### config.mk
export PLATFORM = sky130hd
export DESIGN_NAME = json_string_unescape_utf8
export DESIGN_NICKNAME = d
export VERILOG_FILES = /design/src/rtl/core/jsu_pkg.sv /design/src/rtl/core/json_string_unescape_utf8.sv
export SDC_FILE = /design/constraint.sdc
export NUM_CORES = 1
export LEC_CHECK = 0
export ABC_AREA = 1
export BUFFER_PORTS_ARGS = -buffer_cell sky130_fd_sc_hd__buf_2
export CAP_MARGIN = 5
export CORE_UTILIZATION = 59
export DETAILED_ROUTE_END_ITERATION = 8
export PLACE_DENSITY = 0.8
export SLEW_MARGIN = 5
export SYNTH_ARGS = -nofsm -noshare
export SYNTH_HDL_FRONTEND = slang
export SYNTH_SLANG_ARGS = --single-unit
### constraint.sdc
create_clock -name clk -period 8.83 [get_ports clk]
set_input_delay 0 -clock clk [delete_from_list [all_inputs] [get_ports clk]]
set_output_delay 0 -clock clk [all_outputs]
set_load 0.05 [all_outputs]
### src/rtl/core/jsu_pkg.sv
package jsu_pkg;

	// Result kinds carried on the output tuser field.
	typedef enum logic [1:0] {
		KIND_BYTE = 2'd0,
		KIND_DONE = 2'd1,
		KIND_ERR  = 2'd2
	} kind_t;

	// Decoder modes, one-hot.
	typedef enum logic [6:0] {
		MODE_WAIT   = 7'b0000001,
		MODE_STR    = 7'b0000010,
		MODE_ESC    = 7'b0000100,
		MODE_HEX1   = 7'b0001000,
		MODE_PEND   = 7'b0010000,
		MODE_PENDBS = 7'b0100000,
		MODE_HEX2   = 7'b1000000
	} mode_t;

	// Characters that steer the decoder.
	localparam logic [7:0] CH_NUL    = 8'h00;
	localparam logic [7:0] CH_QUOTE  = 8'h22;
	localparam logic [7:0] CH_SLASH  = 8'h2F;
	localparam logic [7:0] CH_BSLASH = 8'h5C;
	localparam logic [7:0] CH_B      = 8'h62;
	localparam logic [7:0] CH_F      = 8'h66;
	localparam logic [7:0] CH_N      = 8'h6E;
	localparam logic [7:0] CH_R      = 8'h72;
	localparam logic [7:0] CH_T      = 8'h74;
	localparam logic [7:0] CH_U      = 8'h75;

	// Control characters that the short escapes stand for.
	localparam logic [7:0] CTL_BS = 8'h08;
	localparam logic [7:0] CTL_FF = 8'h0C;
	localparam logic [7:0] CTL_LF = 8'h0A;
	localparam logic [7:0] CTL_CR = 8'h0D;
	localparam logic [7:0] CTL_HT = 8'h09;

	// Surrogate ranges and UTF-8 size limits.
	localparam logic [15:0] HI_SURR_MIN = 16'hD800;
	localparam logic [15:0] HI_SURR_MAX = 16'hDBFF;
	localparam logic [15:0] LO_SURR_MIN = 16'hDC00;
	localparam logic [15:0] LO_SURR_MAX = 16'hDFFF;
	localparam logic [20:0] SUPP_BASE   = 21'h10000;
	localparam logic [20:0] LIM_1BYTE   = 21'h00080;
	localparam logic [20:0] LIM_2BYTE   = 21'h00800;

	// Last hex digit position within a \u escape.
	localparam logic [1:0] HEX_LAST = 2'd3;

	// One optional trailing result of a step and the state change it brings.
	typedef struct packed {
		logic       vld;
		kind_t      kind;
		logic [7:0] data;
		mode_t      mode;
		logic       idle;
		logic       clr_first;
	} tail_t;

	localparam tail_t TAIL_ERR = '{vld: 1'b1, kind: KIND_ERR, data: 8'h00,
		mode: MODE_WAIT, idle: 1'b1, clr_first: 1'b0};

	// Up to four results caused by one input item.
	typedef struct packed {
		logic [1:0]      lst;
		kind_t [3:0]     kind;
		logic [3:0][7:0] data;
	} grp_t;

	// Hex digit decode: bit 4 flags a valid digit, bits 3:0 hold its value.
	function automatic logic [4:0] hex_decode(input logic [7:0] c);
		logic [4:0] r;
		r = 5'd0;
		if (c >= 8'h30 && c <= 8'h39) begin
			r = {1'b1, c[3:0]};
		end else if ((c >= 8'h61 && c <= 8'h66) || (c >= 8'h41 && c <= 8'h46)) begin
			r = {1'b1, c[3:0] + 4'd9};
		end
		return r;
	endfunction

endpackage

### src/rtl/core/json_string_unescape_utf8.sv
// Decodes the text of a quoted JSON string, one raw byte per item on the slave
// side, into UTF-8 bytes on the master side, each tagged in tuser as a decoded
// byte, string complete or error, with tlast on the final result of each input
// byte. A byte is accepted in every cycle except while both queue entries are
// occupied; its results are decided in the cycle it is taken and registered
// into a two-deep queue of result groups, which gives one result per cycle
// while m_tready is high. An escape that expands to two, three or four UTF-8
// bytes yields as many results from one queue entry. Bytes inside an escape
// that give no result (backslash, hex digits) use no queue entry.
module json_string_unescape_utf8 (
	input  logic       clk,
	input  logic       arst_n,
	input  logic       s_tvalid,
	output logic       s_tready,
	input  logic [7:0] s_tdata,   // [7:0] in_byte
	output logic       m_tvalid,
	input  logic       m_tready,
	output logic [7:0] m_tdata,   // [7:0] out_byte
	output logic [1:0] m_tuser,   // [1:0] kind
	output logic       m_tlast
);
	import jsu_pkg::*;

	mode_t       mode_q, mode_d;
	logic [1:0]  hc_q, hc_d;
	logic [15:0] first_q, first_d;
	logic [15:0] second_q, second_d;

	logic        in_fire;
	logic [7:0]  c;
	tail_t       sb, el, tl;
	logic        use_tl;
	logic [4:0]  hd;
	logic [15:0] new1, new2;
	logic        do_enc;
	logic [20:0] enc_cp;
	logic [2:0]  enc_len, e_len, n_res;
	logic [3:0][7:0] enc_b;
	grp_t        grp_new;

	grp_t        gq_q [2];
	logic        wr_ptr_q, rd_ptr_q;
	logic [1:0]  fill_q;
	logic [1:0]  idx_q;
	grp_t        head;
	logic        push, pop, out_fire;

	assign c       = s_tdata;
	assign in_fire = s_tvalid && s_tready;

	// Result of handling c as an ordinary string byte.
	always_comb begin
		sb = '{vld: 1'b1, kind: KIND_BYTE, data: c, mode: MODE_STR,
			idle: 1'b0, clr_first: 1'b0};
		if (c == CH_NUL) begin
			sb = TAIL_ERR;
		end else if (c == CH_QUOTE) begin
			sb.kind = KIND_DONE;
			sb.data = 8'h00;
			sb.mode = MODE_WAIT;
			sb.idle = 1'b1;
		end else if (c == CH_BSLASH) begin
			sb.vld  = 1'b0;
			sb.mode = MODE_ESC;
		end
	end

	// Result of handling c as the letter after a backslash.
	always_comb begin
		el = '{vld: 1'b1, kind: KIND_BYTE, data: c, mode: MODE_STR,
			idle: 1'b0, clr_first: 1'b0};
		case (c)
			CH_QUOTE, CH_BSLASH, CH_SLASH: el.data = c;
			CH_B: el.data = CTL_BS;
			CH_F: el.data = CTL_FF;
			CH_N: el.data = CTL_LF;
			CH_R: el.data = CTL_CR;
			CH_T: el.data = CTL_HT;
			CH_U: begin
				el.vld       = 1'b0;
				el.mode      = MODE_HEX1;
				el.clr_first = 1'b1;
			end
			default: el = TAIL_ERR;
		endcase
	end

	assign hd   = hex_decode(c);
	assign new1 = {first_q[11:0], hd[3:0]};
	assign new2 = {second_q[11:0], hd[3:0]};

	// Next state and the code point to encode for the current item.
	always_comb begin
		mode_d   = mode_q;
		hc_d     = hc_q;
		first_d  = first_q;
		second_d = second_q;
		do_enc   = 1'b0;
		enc_cp   = {5'd0, first_q};
		tl       = sb;
		use_tl   = 1'b0;
		case (mode_q)
			MODE_STR: begin
				use_tl = 1'b1;
			end
			MODE_ESC: begin
				tl     = el;
				use_tl = 1'b1;
			end
			MODE_HEX1, MODE_HEX2: begin
				if (!hd[4]) begin
					tl     = TAIL_ERR;
					use_tl = 1'b1;
				end else begin
					if (mode_q == MODE_HEX1) begin
						first_d = new1;
					end else begin
						second_d = new2;
					end
					if (hc_q != HEX_LAST) begin
						hc_d = hc_q + 2'd1;
					end else begin
						hc_d = 2'd0;
						if (mode_q == MODE_HEX1) begin
							if (new1 >= HI_SURR_MIN && new1 <= HI_SURR_MAX) begin
								mode_d = MODE_PEND;
							end else begin
								do_enc = 1'b1;
								enc_cp = {5'd0, new1};
								mode_d = MODE_STR;
							end
						end else begin
							// Join the pair when the second value is a low surrogate.
							do_enc = 1'b1;
							if (new2 >= LO_SURR_MIN && new2 <= LO_SURR_MAX) begin
								enc_cp = SUPP_BASE + {1'b0, first_q[9:0], new2[9:0]};
							end
							mode_d = MODE_STR;
						end
					end
				end
			end
			MODE_PEND: begin
				if (c == CH_BSLASH) begin
					mode_d = MODE_PENDBS;
				end else begin
					do_enc = 1'b1;
					use_tl = 1'b1;
				end
			end
			MODE_PENDBS: begin
				if (c == CH_U) begin
					mode_d   = MODE_HEX2;
					hc_d     = 2'd0;
					second_d = 16'd0;
				end else begin
					do_enc = 1'b1;
					tl     = el;
					use_tl = 1'b1;
				end
			end
			default: begin
				// Waiting for the opening quote; unused codes act the same.
				if (c == CH_QUOTE) begin
					mode_d   = MODE_STR;
					hc_d     = 2'd0;
					first_d  = 16'd0;
					second_d = 16'd0;
				end else begin
					tl     = TAIL_ERR;
					use_tl = 1'b1;
				end
			end
		endcase
		if (use_tl) begin
			mode_d = tl.mode;
			if (tl.idle) begin
				hc_d     = 2'd0;
				first_d  = 16'd0;
				second_d = 16'd0;
			end
			if (tl.clr_first) begin
				hc_d    = 2'd0;
				first_d = 16'd0;
			end
		end
	end

	// UTF-8 encoding of the code point.
	always_comb begin
		enc_b = '0;
		if (enc_cp < LIM_1BYTE) begin
			enc_len  = 3'd1;
			enc_b[0] = enc_cp[7:0];
		end else if (enc_cp < LIM_2BYTE) begin
			enc_len  = 3'd2;
			enc_b[0] = {3'b110, enc_cp[10:6]};
			enc_b[1] = {2'b10, enc_cp[5:0]};
		end else if (enc_cp < SUPP_BASE) begin
			enc_len  = 3'd3;
			enc_b[0] = {4'b1110, enc_cp[15:12]};
			enc_b[1] = {2'b10, enc_cp[11:6]};
			enc_b[2] = {2'b10, enc_cp[5:0]};
		end else begin
			enc_len  = 3'd4;
			enc_b[0] = {5'b11110, enc_cp[20:18]};
			enc_b[1] = {2'b10, enc_cp[17:12]};
			enc_b[2] = {2'b10, enc_cp[11:6]};
			enc_b[3] = {2'b10, enc_cp[5:0]};
		end
	end

	// Encoded bytes first, then the trailing result if there is one.
	assign e_len = do_enc ? enc_len : 3'd0;
	assign n_res = e_len + {2'd0, use_tl && tl.vld};

	always_comb begin
		grp_new     = '0;
		grp_new.lst = n_res[1:0] - 2'd1;
		for (int i = 0; i < 4; i++) begin
			if (3'(i) < e_len) begin
				grp_new.kind[i] = KIND_BYTE;
				grp_new.data[i] = enc_b[i];
			end else begin
				grp_new.kind[i] = tl.kind;
				grp_new.data[i] = tl.data;
			end
		end
	end

	// Decoder state.
	always_ff @(posedge clk or negedge arst_n) begin
		if (!arst_n) begin
			mode_q   <= MODE_WAIT;
			hc_q     <= 2'd0;
			first_q  <= 16'd0;
			second_q <= 16'd0;
		end else if (in_fire) begin
			mode_q   <= mode_d;
			hc_q     <= hc_d;
			first_q  <= first_d;
			second_q <= second_d;
		end
	end

	// Result group queue and output handshake.
	assign s_tready = (fill_q != 2'd2);
	assign push     = in_fire && (n_res != 3'd0);
	assign head     = gq_q[rd_ptr_q];
	assign m_tvalid = (fill_q != 2'd0);
	assign m_tdata  = head.data[idx_q];
	assign m_tuser  = head.kind[idx_q];
	assign m_tlast  = (idx_q == head.lst);
	assign out_fire = m_tvalid && m_tready;
	assign pop      = out_fire && m_tlast;

	always_ff @(posedge clk) begin
		if (push) begin
			gq_q[wr_ptr_q] <= grp_new;
		end
	end

	always_ff @(posedge clk or negedge arst_n) begin
		if (!arst_n) begin
			wr_ptr_q <= 1'b0;
			rd_ptr_q <= 1'b0;
			fill_q   <= 2'd0;
			idx_q    <= 2'd0;
		end else begin
			if (push) begin
				wr_ptr_q <= ~wr_ptr_q;
			end
			if (out_fire) begin
				if (m_tlast) begin
					idx_q    <= 2'd0;
					rd_ptr_q <= ~rd_ptr_q;
				end else begin
					idx_q <= idx_q + 2'd1;
				end
			end
			case ({push, pop})
				2'b10:   fill_q <= fill_q + 2'd1;
				2'b01:   fill_q <= fill_q - 2'd1;
				default: fill_q <= fill_q;
			endcase
		end
	end

	// The queue never holds more than two groups.
	a_fill_bound: assert property (@(posedge clk) disable iff (!arst_n)
		fill_q != 2'd3)
		else $error("result queue overfilled");

	// The read index stays within the head group.
	a_idx_bound: assert property (@(posedge clk) disable iff (!arst_n)
		m_tvalid |-> (idx_q <= head.lst))
		else $error("result index beyond group");

	// An error result always sends the decoder back to waiting for a quote.
	a_err_idle: assert property (@(posedge clk) disable iff (!arst_n)
		(push && use_tl && tl.kind == KIND_ERR) |=> (mode_q == MODE_WAIT && first_q == 16'd0))
		else $error("decoder not idle after error");

	// An empty queue with no push stays empty.
	a_empty_hold: assert property (@(posedge clk) disable iff (!arst_n)
		(fill_q == 2'd0 && !push) |=> (fill_q == 2'd0))
		else $error("queue filled without a push");

endmodule

Word level (Yosys, flattened, before mapping). Memory sizes are Yosys's and may differ from the RTL's. Index checks and enable logic that the tools add are counted.

Reductions and logical operators: 26. Add/subtract/negate cells: 8. $mul: 0. Divide/modulo/power cells: 0. Multiplexer cells: 90. $lt $le $gt $ge: 18. Bitwise logic cells: 2. Shift operators: 0. Eq/ne operators: 25.

Operators with widths (number): $mux 16 (15); $mux 21 (5); $pmux 20 s4 (1); $mux 20 (3); $eq 8x7->1 const B (7); $mux 8 (7); $mux 7 (7); $pmux 16 s3 (1); $pmux 8 s6 (1); $ge 16x16->1 const B (2); $le 16x16->1 const B (2); $pmux 16 s2 (1); $mux 2 (14); $pmux 7 s4 (1); $mux 24 (1); $mux 22 (1); $add 17x20->21 const A (1); $lt 21x12->1 const B (1); $lt 21x17->1 const B (1); $lt 21x8->1 const B (1); $mux 19 (1); $mux 3 (6); $bmux 8 s2 (1); $eq 8x6->1 const B (2); other kinds (46) (86).

Memories kept: 1. Logic and storage cells: 178. Memory bits (writable): 84. Output and inout port bits: 13. Input port bits: 12. Bits in registers: 47. Latch bits: 0. Memory bits (read-only): 0.

Memories: gq_q (words 2, bits a word 42, rd ports 1, clocked after memory_dff 0, write ports 1, RTL line json_string_unescape_utf8.sv:41) `grp_t gq_q [2];`.

Logic depth before layout (Yosys ltp). Gate-level depths: netlist of the first run.

Depth after elaboration: 22. Mapped depth: 32. Gate-level depth less buffers: 31.

Worst setup path after synthesis of the first run. OpenSTA, ideal clock, no wires.

Path type: reg2reg. Start: reg first_q[6]. End: mem gq_q[1][0] (netlist bit), enable pin. Clock period less this slack: 5.370 ns. Arrival time: 4.927 ns. Library setup time: 0.443 ns. Path slack: 3.460 ns. Cell stages (with the launch flop): 28. Buffers on the path: 2. Data required time: 8.387 ns. Cell sequence: dfrtp_1 > clkbuf_1 > inv_1 > ha_1 > nand2_1 > nor2_1 > nand2_1 > nor2_1 > nand3_1 > nor2_1 > nand3_2 > nand2_4 > nand3_1 > nand2_1 > nand2_1 > nand2_1 > nand2_2 > nor2_2 > nand2_2 > buf_6 > nand2_2 > a21oi_1 > ha_1 > ha_1 > or2_2 > nand3_1 > nand2_1 > nor2_1.

Cells in the longest elaborated chain, start to end: 17. Elaborated cells on any way between the ends: 27. Classes of those cells: add/sub: 2; order compare: 5; mux: 17; reduce/logical: 3.

RTL lines: from (decl) (RTL line json_string_unescape_utf8.sv:26) `logic [15:0] first_q, first_d;`; from (signal assigned) (RTL line json_string_unescape_utf8.sv:241) `first_q <= first_d;`; $ge 16x16->1 / $le 16x16->1 (equally long branches) (RTL line json_string_unescape_utf8.sv:125) `if (new1 >= HI_SURR_MIN && new1 <= HI_SURR_MAX) begin`; $logic_and 1x1->1 (RTL line json_string_unescape_utf8.sv:125); $mux 16 (RTL line json_string_unescape_utf8.sv:125); $mux 21 (RTL line json_string_unescape_utf8.sv:124) `if (mode_q == MODE_HEX1) begin`; $mux 21 (RTL line json_string_unescape_utf8.sv:120) `if (hc_q != HEX_LAST) begin`; $mux 21 (RTL line json_string_unescape_utf8.sv:111) `if (!hd[4]) begin`; $mux 21 (RTL line json_string_unescape_utf8.sv:102) `case (mode_q)`; $lt 21x17->1 (RTL line json_string_unescape_utf8.sv:199) `end else if (enc_cp < SUPP_BASE) begin`; $mux 3 (RTL line json_string_unescape_utf8.sv:199); $mux 3 (RTL line json_string_unescape_utf8.sv:195) `end else if (enc_cp < LIM_2BYTE) begin`; $mux 3 (RTL line json_string_unescape_utf8.sv:192) `if (enc_cp < LIM_1BYTE) begin`; $mux 3 (*) (RTL line json_string_unescape_utf8.sv:214) `assign e_len = do_enc ? enc_len : 3'd0;`; $add 3x1->3 (*) (RTL line json_string_unescape_utf8.sv:215) `assign n_res = e_len + {2'd0, use_tl && tl.vld};`; $reduce_bool 3->1 (*) (RTL line json_string_unescape_utf8.sv:248) `assign push = in_fire && (n_res != 3'd0);`; $logic_and 1x1->1 (*) (RTL line json_string_unescape_utf8.sv:248); $mux 1 (*) (RTL line json_string_unescape_utf8.sv:258) `if (push) begin`; $mux 1 (not written as such) (*) (RTL line json_string_unescape_utf8.sv:259) `gq_q[wr_ptr_q] <= grp_new;`; to (decl) (RTL line json_string_unescape_utf8.sv:41).

Mark *: on every way between the ends. The rest lies on a longest branch, timed or not.

Worst setup path after layout of the first run.
Start: reg mode_q[1]. End: mem gq_q[0][11] (netlist bit), enable pin.

Cells in the longest elaborated chain, start to end: 15. Elaborated cells on any way between the ends: 32. Classes of those cells: add/sub: 1; order compare: 3; eq/ne: 6; mux: 16; reduce/logical: 6.

RTL lines: from (decl) (RTL line json_string_unescape_utf8.sv:24) `mode_t mode_q, mode_d;`; from (signal assigned) (RTL line json_string_unescape_utf8.sv:239) `mode_q <= mode_d;`; $eq 7x4->1 (RTL line json_string_unescape_utf8.sv:102, json_string_unescape_utf8.sv:124); $mux 21 (RTL line json_string_unescape_utf8.sv:124); $mux 21 (RTL line json_string_unescape_utf8.sv:120); $mux 21 (RTL line json_string_unescape_utf8.sv:111); $mux 21 (RTL line json_string_unescape_utf8.sv:102); $lt 21x17->1 (RTL line json_string_unescape_utf8.sv:199); $mux 3 (RTL line json_string_unescape_utf8.sv:199); $mux 3 (RTL line json_string_unescape_utf8.sv:195); $mux 3 (RTL line json_string_unescape_utf8.sv:192); $mux 3 (RTL line json_string_unescape_utf8.sv:214); $add 3x1->3 (*) (RTL line json_string_unescape_utf8.sv:215); $reduce_bool 3->1 (*) (RTL line json_string_unescape_utf8.sv:248); $logic_and 1x1->1 (*) (RTL line json_string_unescape_utf8.sv:248); $mux 1 (*) (RTL line json_string_unescape_utf8.sv:258); $mux 1 (not written as such) (*) (RTL line json_string_unescape_utf8.sv:259).

Marks and branches as above.

==> results.sh, run 1 <==
export IMPL_hold_path_end="gq_q[0][23]"
export IMPL_antenna_found_initial=0
export IMPL_yosysWarningCount=0
export IMPL_grt_pass1_wl_um=33100
export IMPL_postSynthCellCount=1006
export IMPL_path_cells="inv_1, nand2_1, nor3_1, nand3_2, inv_1, nor2_1, nand3_1, nand3_1, nor2_2, nand3_2, nor2_4, nand2_2, nand2_2, a21oi_1, ha_1, ha_1, or2_2, nand3_1, nand2_1, nor2_4"
export IMPL_crit_arrival_ns=5.71
export IMPL_synth_area_um2=8020
export IMPL_die_height_um=119
export IMPL_reg2reg_depth=20
export IMPL_ys_ff_latch=127
export IMPL_grt_usage=0.303
export IMPL_setup_tns_ns=0
export IMPL_cp_end_kind="flop"
export IMPL_report_final_setup_viol=0
export IMPL_ios=25
export IMPL_period_share=0.643
export IMPL_synth_seq_area_share=0.449
export IMPL_num_rows=42
export IMPL_gp_congestion=1.02
export IMPL_cts_sinks=127
export IMPL_rsz0062_at_grt="no"
export IMPL_fin_cells=1200
export IMPL_grt_ovfl_total=0
export IMPL_max_freq_mhz=176
export IMPL_layout_common_cells="nand2_1 (184), nor2_1 (141), inv_1 (107)"
export IMPL_root_buffer="clkbuf_16"
export IMPL_critPathMaxStageDelay_ns=0.96
export IMPL_core_area_um2=13200
export IMPL_slew_headroom=0.138
export IMPL_worstHoldPathType="in2reg"
export IMPL_cts_buffers=17
export IMPL_ir_worst_vdd_v=0.000155
export IMPL_cts_tree="yes"
export IMPL_clk_latency_ns=0.43
export IMPL_grt_pass1_vias=6602
export IMPL_viasPerCell=5.97
export IMPL_critPathKind="reg2reg"
export IMPL_crit_required_ns=8.86
export IMPL_antenna_cells=0
export IMPL_io_buffer_count=24
export IMPL_whs_path_depth=3
export IMPL_synth_area_per_cell_um2=7.98
export IMPL_ant_nets=0
export IMPL_fin_ws_ns=3.16
export IMPL_path_max_fanout=42
export IMPL_htree_num_levels=4
export IMPL_placed_cells=1166
export IMPL_r2r_slack_ns=3.16
export IMPL_dr_total_vias=7162
export IMPL_cap_violations=0
export IMPL_layout_drive_gt1_share=0.123
export IMPL_wl_um=20700
export IMPL_start_kind="flop"
export IMPL_drt_wirelength_per_cell_um=17.2
export IMPL_final_common_cell="nand2_1"
export IMPL_outcome="completed"
export IMPL_crit_slowest_cell="nor2_4"
export IMPL_pre_cts_slack_ns=3.26
export IMPL_drc=0
export IMPL_r2r_start="mode_q[1]"
export IMPL_drtPass1Iterations=5
export IMPL_clock_path_buffers=2
export IMPL_initial_core_util=0.606
export IMPL_worst_slew_pin_slew_ns=1.28
export IMPL_die_width_um=119
export IMPL_hold_start="s_tdata[7]"
export IMPL_finalNetCount=1035
export IMPL_power_density_nw_per_um2=297
export IMPL_synth_fp_nets=1030
export IMPL_whs_ns=0.111
export IMPL_synth_cell_types=47
export IMPL_min_period_ns=5.67
export IMPL_dieArea_um2=14100
export IMPL_path_clk_slew_ns=0.05
export IMPL_rr_endpoint="gq_q[0][11]"
export IMPL_path_buf_inv=2
export IMPL_crit_family="simple AND/OR/NAND/NOR gates"
export IMPL_finClkSkew_ns=0.0114
export IMPL_grt_max_degree=45
export IMPL_hpwl_um=14400
export IMPL_finalHoldViolations=0
export IMPL_cellLeakagePower_nw=3.76
export IMPL_area_growth_pct=9.75
export IMPL_drt_iter0_markers=728
export IMPL_cts_repair_resized=0
export IMPL_crit_path_frequent_cell="nand3_1"
export IMPL_power_w=0.00261
export IMPL_post_cts_buffers=0
export IMPL_slew_violations=0
final cells by class:
cell class                 count  area [um^2]
clock buffer                  20          437
clock inverter                12          144
fill                        1100         4440
inverter                     120          453
multi-input combinational    714         3770
sequential                   127         3600
tap                          176          220
timing repair buffer          31          178
power breakdown:
group / internal [W] / switching, W
clock: 0.000439 / 0.000252
sequential: 0.000823 / 0.0000548
combinational: 0.000259 / 0.000787
registers in the layout (all words and copies together) (netlist names):
| register | count |
|---|---|
| rd_ptr_q | 1 |
| first_q | 16 |
| idx_q | 2 |
| wr_ptr_q | 1 |
| mode_q | 7 |
| gq_q | 84 |
| fill_q | 2 |
| hc_q | 2 |
| second_q | 12 |
worst max path at each step:
stage | start | endpoint | depth (start not counted)
final | mode_q[1] | gq_q[0][11] | 20
after global routing | mode_q[1] | gq_q[0][6] | 20
after CTS | mode_q[1] | gq_q[0][11] | 20
after detailed placement | mode_q[1] | gq_q[0][11] | 20
after global placement | mode_q[1] | gq_q[0][11] | 20
after floorplan | first_q[6] | gq_q[1][0] | 27
routing by layer:
layer / GRT usage / part of all wire / vias to the layer above
li1: - / - / 3464
met1: 0.393 / 0.42 / 3366
met2: 0.496 / 0.48 / 291
met3: 0.0671 / 0.070 / 41
met4: 0.116 / 0.025 / 0
met5: 0 / 0 / -
cells in the mapped netlist, drive strengths merged:
master   number  area, um^2
a211oi        4        30.0
a21boi        3        22.5
a21oi        16        80.1
a221oi       10        87.6
a22oi        15         113
a31oi        19         119
a32oi         1        8.76
buf          19         114
clkbuf       26        97.6
clkinv        2        7.51
dfrtp        42        1050
dfstp         1        26.3
edfxtp       84        2520
ha           12         150
inv         118         445
nand2       208         886
nand3        52         288
nand3b        1        7.51
nand4        20         125
nor2        163         697
nor3         11        55.1
nor4         10        81.3
o2111ai       3        26.3
o211ai        7        52.6
o21a          1        7.51
o21ai        98         509
o21bai        1        7.51
o22ai        47         294
o31ai         1        21.3
or2           2        12.5
xnor2         1        8.76
xor2          8        70.1
per-stage QoR:
step,util,area (um^2)
after floorplan,-,8020
after global placement,0.620,8210
after detailed placement,0.620,8210
after CTS,0.665,8810
after global routing,0.665,8810
final,0.665,8810
tightest hold or removal path: stages:
cell	delay (ns)
buf_2	0.11
nand2_1	0.17
nand2_1	0.14
cells by family after synthesis:
group,Yosys count,share of synthesized area
AND/OR/NAND/NOR,467,0.268
AO/OA/AOI/OAI,226,0.172
XOR/XNOR,9,0.00982
adder cells (fa/ha/maj),12,0.0187
flip-flops,127,0.449
buffers and inverters,165,0.0828
what timing repair did:
action	CTS	global route
setup endpoints to repair	0	0
hold endpoints to repair	43	0
hold buffers	2	0
(Power assumes the default switching activity.)
==> run 2: changes to the inputs <==
ABC_AREA = 0   (was 1)
clock period = 5.4 ns   (was 8.83 ns; I/O delays follow)
==> results.sh, run 2 <==
export IMPL_clock_path_buffers=2
export IMPL_rsz0062_at_grt="no"
export IMPL_fill_cells=885
export IMPL_dieArea_um2=13000
export IMPL_setup_tns_ns=0
export IMPL_synth_cell_types=86
export IMPL_root_buffer="clkbuf_16"
export IMPL_finalNetCount=739
export IMPL_clk_latency_ns=0.42
export IMPL_grt_pass1_wl_um=31900
export IMPL_layout_common_cells="edfxtp_1 (84), nand2_1 (74), nor2_1 (60)"
export IMPL_placed_cells=860
export IMPL_final_common_cell="edfxtp_1"
export IMPL_r2r_start="first_q[6]"
export IMPL_synth_most_common_cell="edfxtp_1"
export IMPL_postSynthCellCount=682
export IMPL_grt_max_degree=44
export IMPL_worstHoldPathType="in2reg"
export IMPL_path_max_fanout=21
export IMPL_synth_area_per_cell_um2=10.9
export IMPL_antenna_cells=0
export IMPL_hold_start="s_tvalid"
export IMPL_drc=0
export IMPL_fin_cells=896
export IMPL_grt_pass1_vias=5758
export IMPL_dr_total_vias=5956
export IMPL_start_kind="flop"
export IMPL_io_buffer_count=24
export IMPL_slew_violations=0
export IMPL_report_final_setup_viol=0
export IMPL_worst_slew_pin_slew_ns=1.22
export IMPL_period_share=0.944
export IMPL_grt_usage=0.334
export IMPL_synth_top_area_frac=0.340
export IMPL_die_width_um=114
export IMPL_cts_buffers=17
export IMPL_ys_flop_type="edfxtp_1"
export IMPL_slew_headroom=0.179
export IMPL_yosys_area_top_type="edfxtp_1"
export IMPL_synthArstFlopShare=0.339
export IMPL_use_met2=0.556
export IMPL_cts_tree="yes"
export IMPL_drtPass1Iterations=8
export IMPL_synth_area_um2=7410
export IMPL_fin_ws_ns=0.305
export IMPL_hpwl_um=14800
export IMPL_synth_seq_area_share=0.486
export IMPL_busiest_layer="met2"
export IMPL_ys_top_cells_by_area="edfxtp_1 (34%), dfrtp_1 (14%), mux4_2 (6.1%)"
export IMPL_ir_worst_vdd_v=0.000218
export IMPL_synth_fp_nets=706
export IMPL_die_height_um=114
export IMPL_power_density_nw_per_um2=409
export IMPL_antenna_found_initial=0
export IMPL_reg_largest_list="gq_q x84, first_q x16, second_q x12"
export IMPL_crit_required_ns=5.51
export IMPL_area_growth_pct=13.4
export IMPL_yosysWarningCount=0
export IMPL_layout_drive_gt1_share=0.198
export IMPL_viasPerCell=6.65
export IMPL_pre_cts_slack_ns=0.209
export IMPL_whs_path_depth=3
export IMPL_grt_ovfl_total=0
export IMPL_initial_core_util=0.612
export IMPL_num_rows=40
export IMPL_cellLeakagePower_nw=3.22
export IMPL_crit_arrival_ns=5.21
export IMPL_min_period_ns=5.10
export IMPL_max_freq_mhz=196
export IMPL_finClkSkew_ns=0.0113
export IMPL_r2r_slack_ns=0.30
export IMPL_ant_nets=0
export IMPL_synthTopCellsByCount="edfxtp_1 (84), nand2_1 (74), nor2_1 (61)"
export IMPL_gp_congestion=0.990
export IMPL_reg2reg_depth=18
export IMPL_cap_violations=0
export IMPL_largest_reg_flops=84
export IMPL_rr_endpoint="gq_q[1][17]"
export IMPL_cp_end_kind="flop"
export IMPL_regMostFlops="gq_q"
export IMPL_core_area_um2=12100
export IMPL_hold_path_end="mode_q[2]"
export IMPL_ios=25
export IMPL_drt_iter0_markers=749
export IMPL_cts_sinks=127
export IMPL_met1_usage=0.426
export IMPL_htree_num_levels=4
export IMPL_outcome="completed"
export IMPL_ys_ff_latch=127
export IMPL_finalHoldViolations=0
export IMPL_wl_um=20800
export IMPL_path_clk_slew_ns=0.06
export IMPL_synth_edf_count=84
export IMPL_use_met3=0.0736
export IMPL_critPathKind="reg2reg"
export IMPL_drt_wirelength_per_cell_um=23.2
==> run 2: changes by cell type after synthesis, sizes merged, moves of 12 or more <==
cell / delta
a21oi: +13
a22o: +12
inv: -92
mux2: +17
mux4: +20
nand2: -133
nand3: -35
nor2: -102
o21ai: -48
o22ai: -38
==> run 2: through the flow <==
stage	total power, W	utilization	hold slack (ns)	area [um^2]
final	0.00343	0.694	0.0530	8400
after global placement	0.00229	0.644	0.208	7800
after CTS	0.00345	0.692	0.0471	8380
after global routing	0.00354	0.694	0.0758	8400
after detailed placement	0.00233	0.644	0.229	7800
after floorplan	0.00208	-	-0.296	7410
==> run 2: repair_timing <==
item	CTS	global route
hold buffers	2	0
buffers inserted	0	2
endpoints found under the hold margin	43	0
setup endpoints to repair	0	85
resized for setup	0	1
==> run 2: kinds of logic after synthesis <==
logic type      Yosys count  share of synthesized area
simple gates            237                      0.170
buf+inv                  61                     0.0334
fa+ha+maj                12                     0.0203
flops                   127                      0.486
compound gates          184                      0.174
xor+xnor                 14                     0.0165
mux                      47                      0.100
==> run 2: layout make-up <==
class	instances	area [um^2]	share of cell area
clock inverter	13	131	0.0156
multi-input combinational	494	3580	0.426
inverter	26	97.6	0.0116
clock buffer	19	433	0.0515
tap	168	210	0.0250
sequential	127	3600	0.428
timing repair buffer	49	350	0.0417
==> run 2: power breakdown <==
part | internal (W) | switching (W)
sequential | 0.00122 | 0.000105
clock | 0.000644 | 0.000457
combinational | 0.000376 | 0.000633
total | 0.00224 | 0.00119
==> run 2: per-layer routing <==
metal | part of all wire | vias to the layer above | routed length (um)
met4 | 0.035 | 0 | 721
met2 | 0.49 | 331 | 10200
met1 | 0.40 | 2887 | 8240
met3 | 0.080 | 58 | 1660
li1 | - | 2680 | -
met5 | 0 | - | 0
==> run 2: worst max path at each step <==
stage | from | to
2_1_floorplan | first_q[6] | gq_q[0][0]
5_1_grt | first_q[6] | gq_q[1][2]
3_3_place_gp | s_tdata[1] | gq_q[1][25]
3_5_place_dp | s_tdata[1] | gq_q[1][18]
6_report | first_q[6] | gq_q[1][17]
4_1_cts | first_q[6] | gq_q[1][2]
==> run 2: worst max-delay path, cell delays in order, from the launching register on <==
cell and delay (ns):
dfrtp_1 0.46, inv_1 0.13, ha_1 0.14, and4b_1 0.25, nand2_1 0.07, a2111o_1 0.41, o31ai_2 0.33, nand2_2 0.13
a311o_1 0.45, nor4b_4 0.52, and2_1 0.30, o21a_1 0.18, ha_1 0.15, ha_1 0.12, inv_1 0.04, ha_1 0.16
a21oi_1 0.28, and2_2 0.42, buf_12 0.22
==> run 3: changes to the inputs <==
CORE_UTILIZATION = 57   (was 59)
PLACE_DENSITY = 0.81   (was 0.8)
clock period = 4.1 ns   (was 5.4 ns; I/O delays follow)
==> results.sh, run 3 (same netlist as run 2, synthesis figures left out) <==
export IMPL_layout_common_cells="buf_4 (106), edfxtp_1 (84), nand2_1 (72)"
export IMPL_grt_pass1_vias=6457
export IMPL_num_rows=41
export IMPL_drc=0
export IMPL_r2r_start="first_q[6]"
export IMPL_gp_congestion=0.981
export IMPL_cts_sinks=127
export IMPL_dr_max_layer_used="met4"
export IMPL_root_buffer="clkbuf_16"
export IMPL_fin_area_um2=9420
export IMPL_hold_start="s_tvalid"
export IMPL_final_common_cell="buf_4"
export IMPL_ant_nets=0
export IMPL_drtPass1Iterations=6
export IMPL_hold_path_end="mode_q[2]"
export IMPL_dr_total_vias=6772
export IMPL_report_final_setup_viol=85
export IMPL_drt_wirelength_per_cell_um=24.6
export IMPL_wl_um=24500
export IMPL_cts_buffers=17
export IMPL_cp_end_kind="flop"
export IMPL_core_area_um2=12700
export IMPL_grt_usage=0.373
export IMPL_path_clk_slew_ns=0.06
export IMPL_worstHoldPathType="in2reg"
export IMPL_finClkSkew_ns=0.0100
export IMPL_dieArea_um2=13500
export IMPL_finalNetCount=832
export IMPL_die_width_um=116
export IMPL_critPathKind="reg2reg"
export IMPL_area_growth_pct=27.1
export IMPL_reg2reg_depth=22
export IMPL_largest_reg_flops=84
export IMPL_outcome="complete, but fails checks"
export IMPL_start_kind="flop"
export IMPL_regMostFlops="gq_q"
export IMPL_power_density_nw_per_um2=518
export IMPL_grt_pass1_wl_um=36200
export IMPL_clock_path_buffers=2
export IMPL_reg_largest_list="gq_q x84, first_q x16, second_q x12"
export IMPL_max_freq_mhz=234
export IMPL_drt_iter0_markers=884
export IMPL_clk_latency_ns=0.44
export IMPL_die_height_um=116
export IMPL_slew_headroom=0.334
export IMPL_crit_arrival_ns=4.43
export IMPL_io_buffer_count=24
export IMPL_rsz0062_at_grt="yes"
export IMPL_htree_num_levels=4
export IMPL_r2r_slack_ns=-0.18
export IMPL_whs_ns=0.142
export IMPL_whs_path_depth=3
export IMPL_path_max_fanout=7
export IMPL_fin_ws_ns=-0.176
export IMPL_cap_violations=0
export IMPL_antenna_cells=0
export IMPL_period_share=1.04
export IMPL_initial_core_util=0.585
export IMPL_grt_ovfl_total=0
export IMPL_viasPerCell=6.82
export IMPL_crit_required_ns=4.25
export IMPL_pre_cts_slack_ns=-0.218
export IMPL_ios=25
export IMPL_antenna_found_initial=0
export IMPL_slew_violations=0
export IMPL_met1_length_um=9180
export IMPL_ir_worst_vdd_v=0.000287
export IMPL_layout_drive_gt1_share=0.322
export IMPL_worst_slew_pin_slew_ns=0.999
export IMPL_wl_met2_um=11800
export IMPL_hpwl_um=15800
export IMPL_finalHoldViolations=0
export IMPL_rr_endpoint="gq_q[0][29]"
export IMPL_placed_area_um2=8450
export IMPL_wl_met3_um=2250
export IMPL_violations="setup timing"
export IMPL_grt_max_degree=44
export IMPL_min_period_ns=4.28
export IMPL_cellLeakagePower_nw=3.75
export IMPL_cts_tree="yes"
[run 3: cell types whose count changed in the layout (fill, tap and decap cells not counted), moves of 3 or more]
cell	before	now
nor2_2	0	4
buf_4	20	106
nor2_1	60	55
ha_4	0	4
inv_1	26	23
ha_1	12	6
[run 3: repair_timing]
action | CTS | global route
gates resized for setup | 19 | 11
hold endpoints to repair | 43 | 0
setup endpoints to repair | 86 | 95
gates cloned | 2 | 2
pin swaps | 20 | 3
buffers inserted | 9 | 4
hold buffers | 2 | 0
[run 3: routing by layer]
metal / up-vias / track usage
met5: - / 0
met4: 0 / 0.201
met3: 122 / 0.0826
met2: 520 / 0.627
met1: 3252 / 0.447
li1: 2878 / -
[run 3: where the power goes]
part | switching (W) | total (W) | leakage, nW | internal (W)
sequential | 0.000148 | 0.00175 | 1.37 | 0.00161
clock | 0.000587 | 0.00154 | 0.291 | 0.000957
combinational | 0.000949 | 0.00159 | 2.09 | 0.000636
total | 0.00168 | 0.00488 | 3.75 | 0.00320
[run 3: critical path: stages (launching register included)]
cell and delay, ns:
dfrtp_1 0.38, inv_2 0.08, ha_4 0.12, and4b_1 0.21, buf_4 0.12, nand4_1 0.16
a2111oi_4 0.33, a31oi_4 0.17, buf_4 0.19, nor2_2 0.11, o21ai_1 0.15, nor4b_4 0.39
and2_4 0.21, o21a_1 0.13, ha_2 0.18, ha_4 0.12, inv_2 0.03, ha_4 0.15
a21oi_4 0.16, inv_4 0.07, nor2_4 0.15, buf_8 0.18, clkbuf_16 0.17
[run 3: how the worst max path moves through the flow]
stage	from	to	slack [ns]	cells after the start
after global routing	first_q[6]	gq_q[0][25]	-0.32	20
after detailed placement	s_tdata[1]	fill_q[1]	-0.22	21
after floorplan	first_q[6]	gq_q[0][0]	-0.33	18
after CTS	first_q[6]	fill_q[1]	-0.09	22
after global placement	s_tdata[1]	fill_q[1]	-0.04	22
final	first_q[6]	gq_q[0][29]	-0.18	22
[run 3: layout make-up]
type / count / area (um^2)
Multi-Input combinational cell: 494 / 3780
Sequential cell: 127 / 3600
Fill cell: 850 / 3250
Timing Repair Buffer: 142 / 1130
Clock buffer: 19 / 433
Tap cell: 172 / 215
Clock inverter: 13 / 165
Inverter: 26 / 100
[run 3: metrics by stage]
stage,util,TNS [ns],total power (W),instances
global placement,0.667,-0.399,0.00303,942
finish,0.744,-9.65,0.00488,993
floorplan,-,-23.55,0.00274,682
global route,0.744,-21.78,0.00502,993
detailed placement,0.667,-10.71,0.00310,942
CTS,0.733,-3.51,0.00473,987
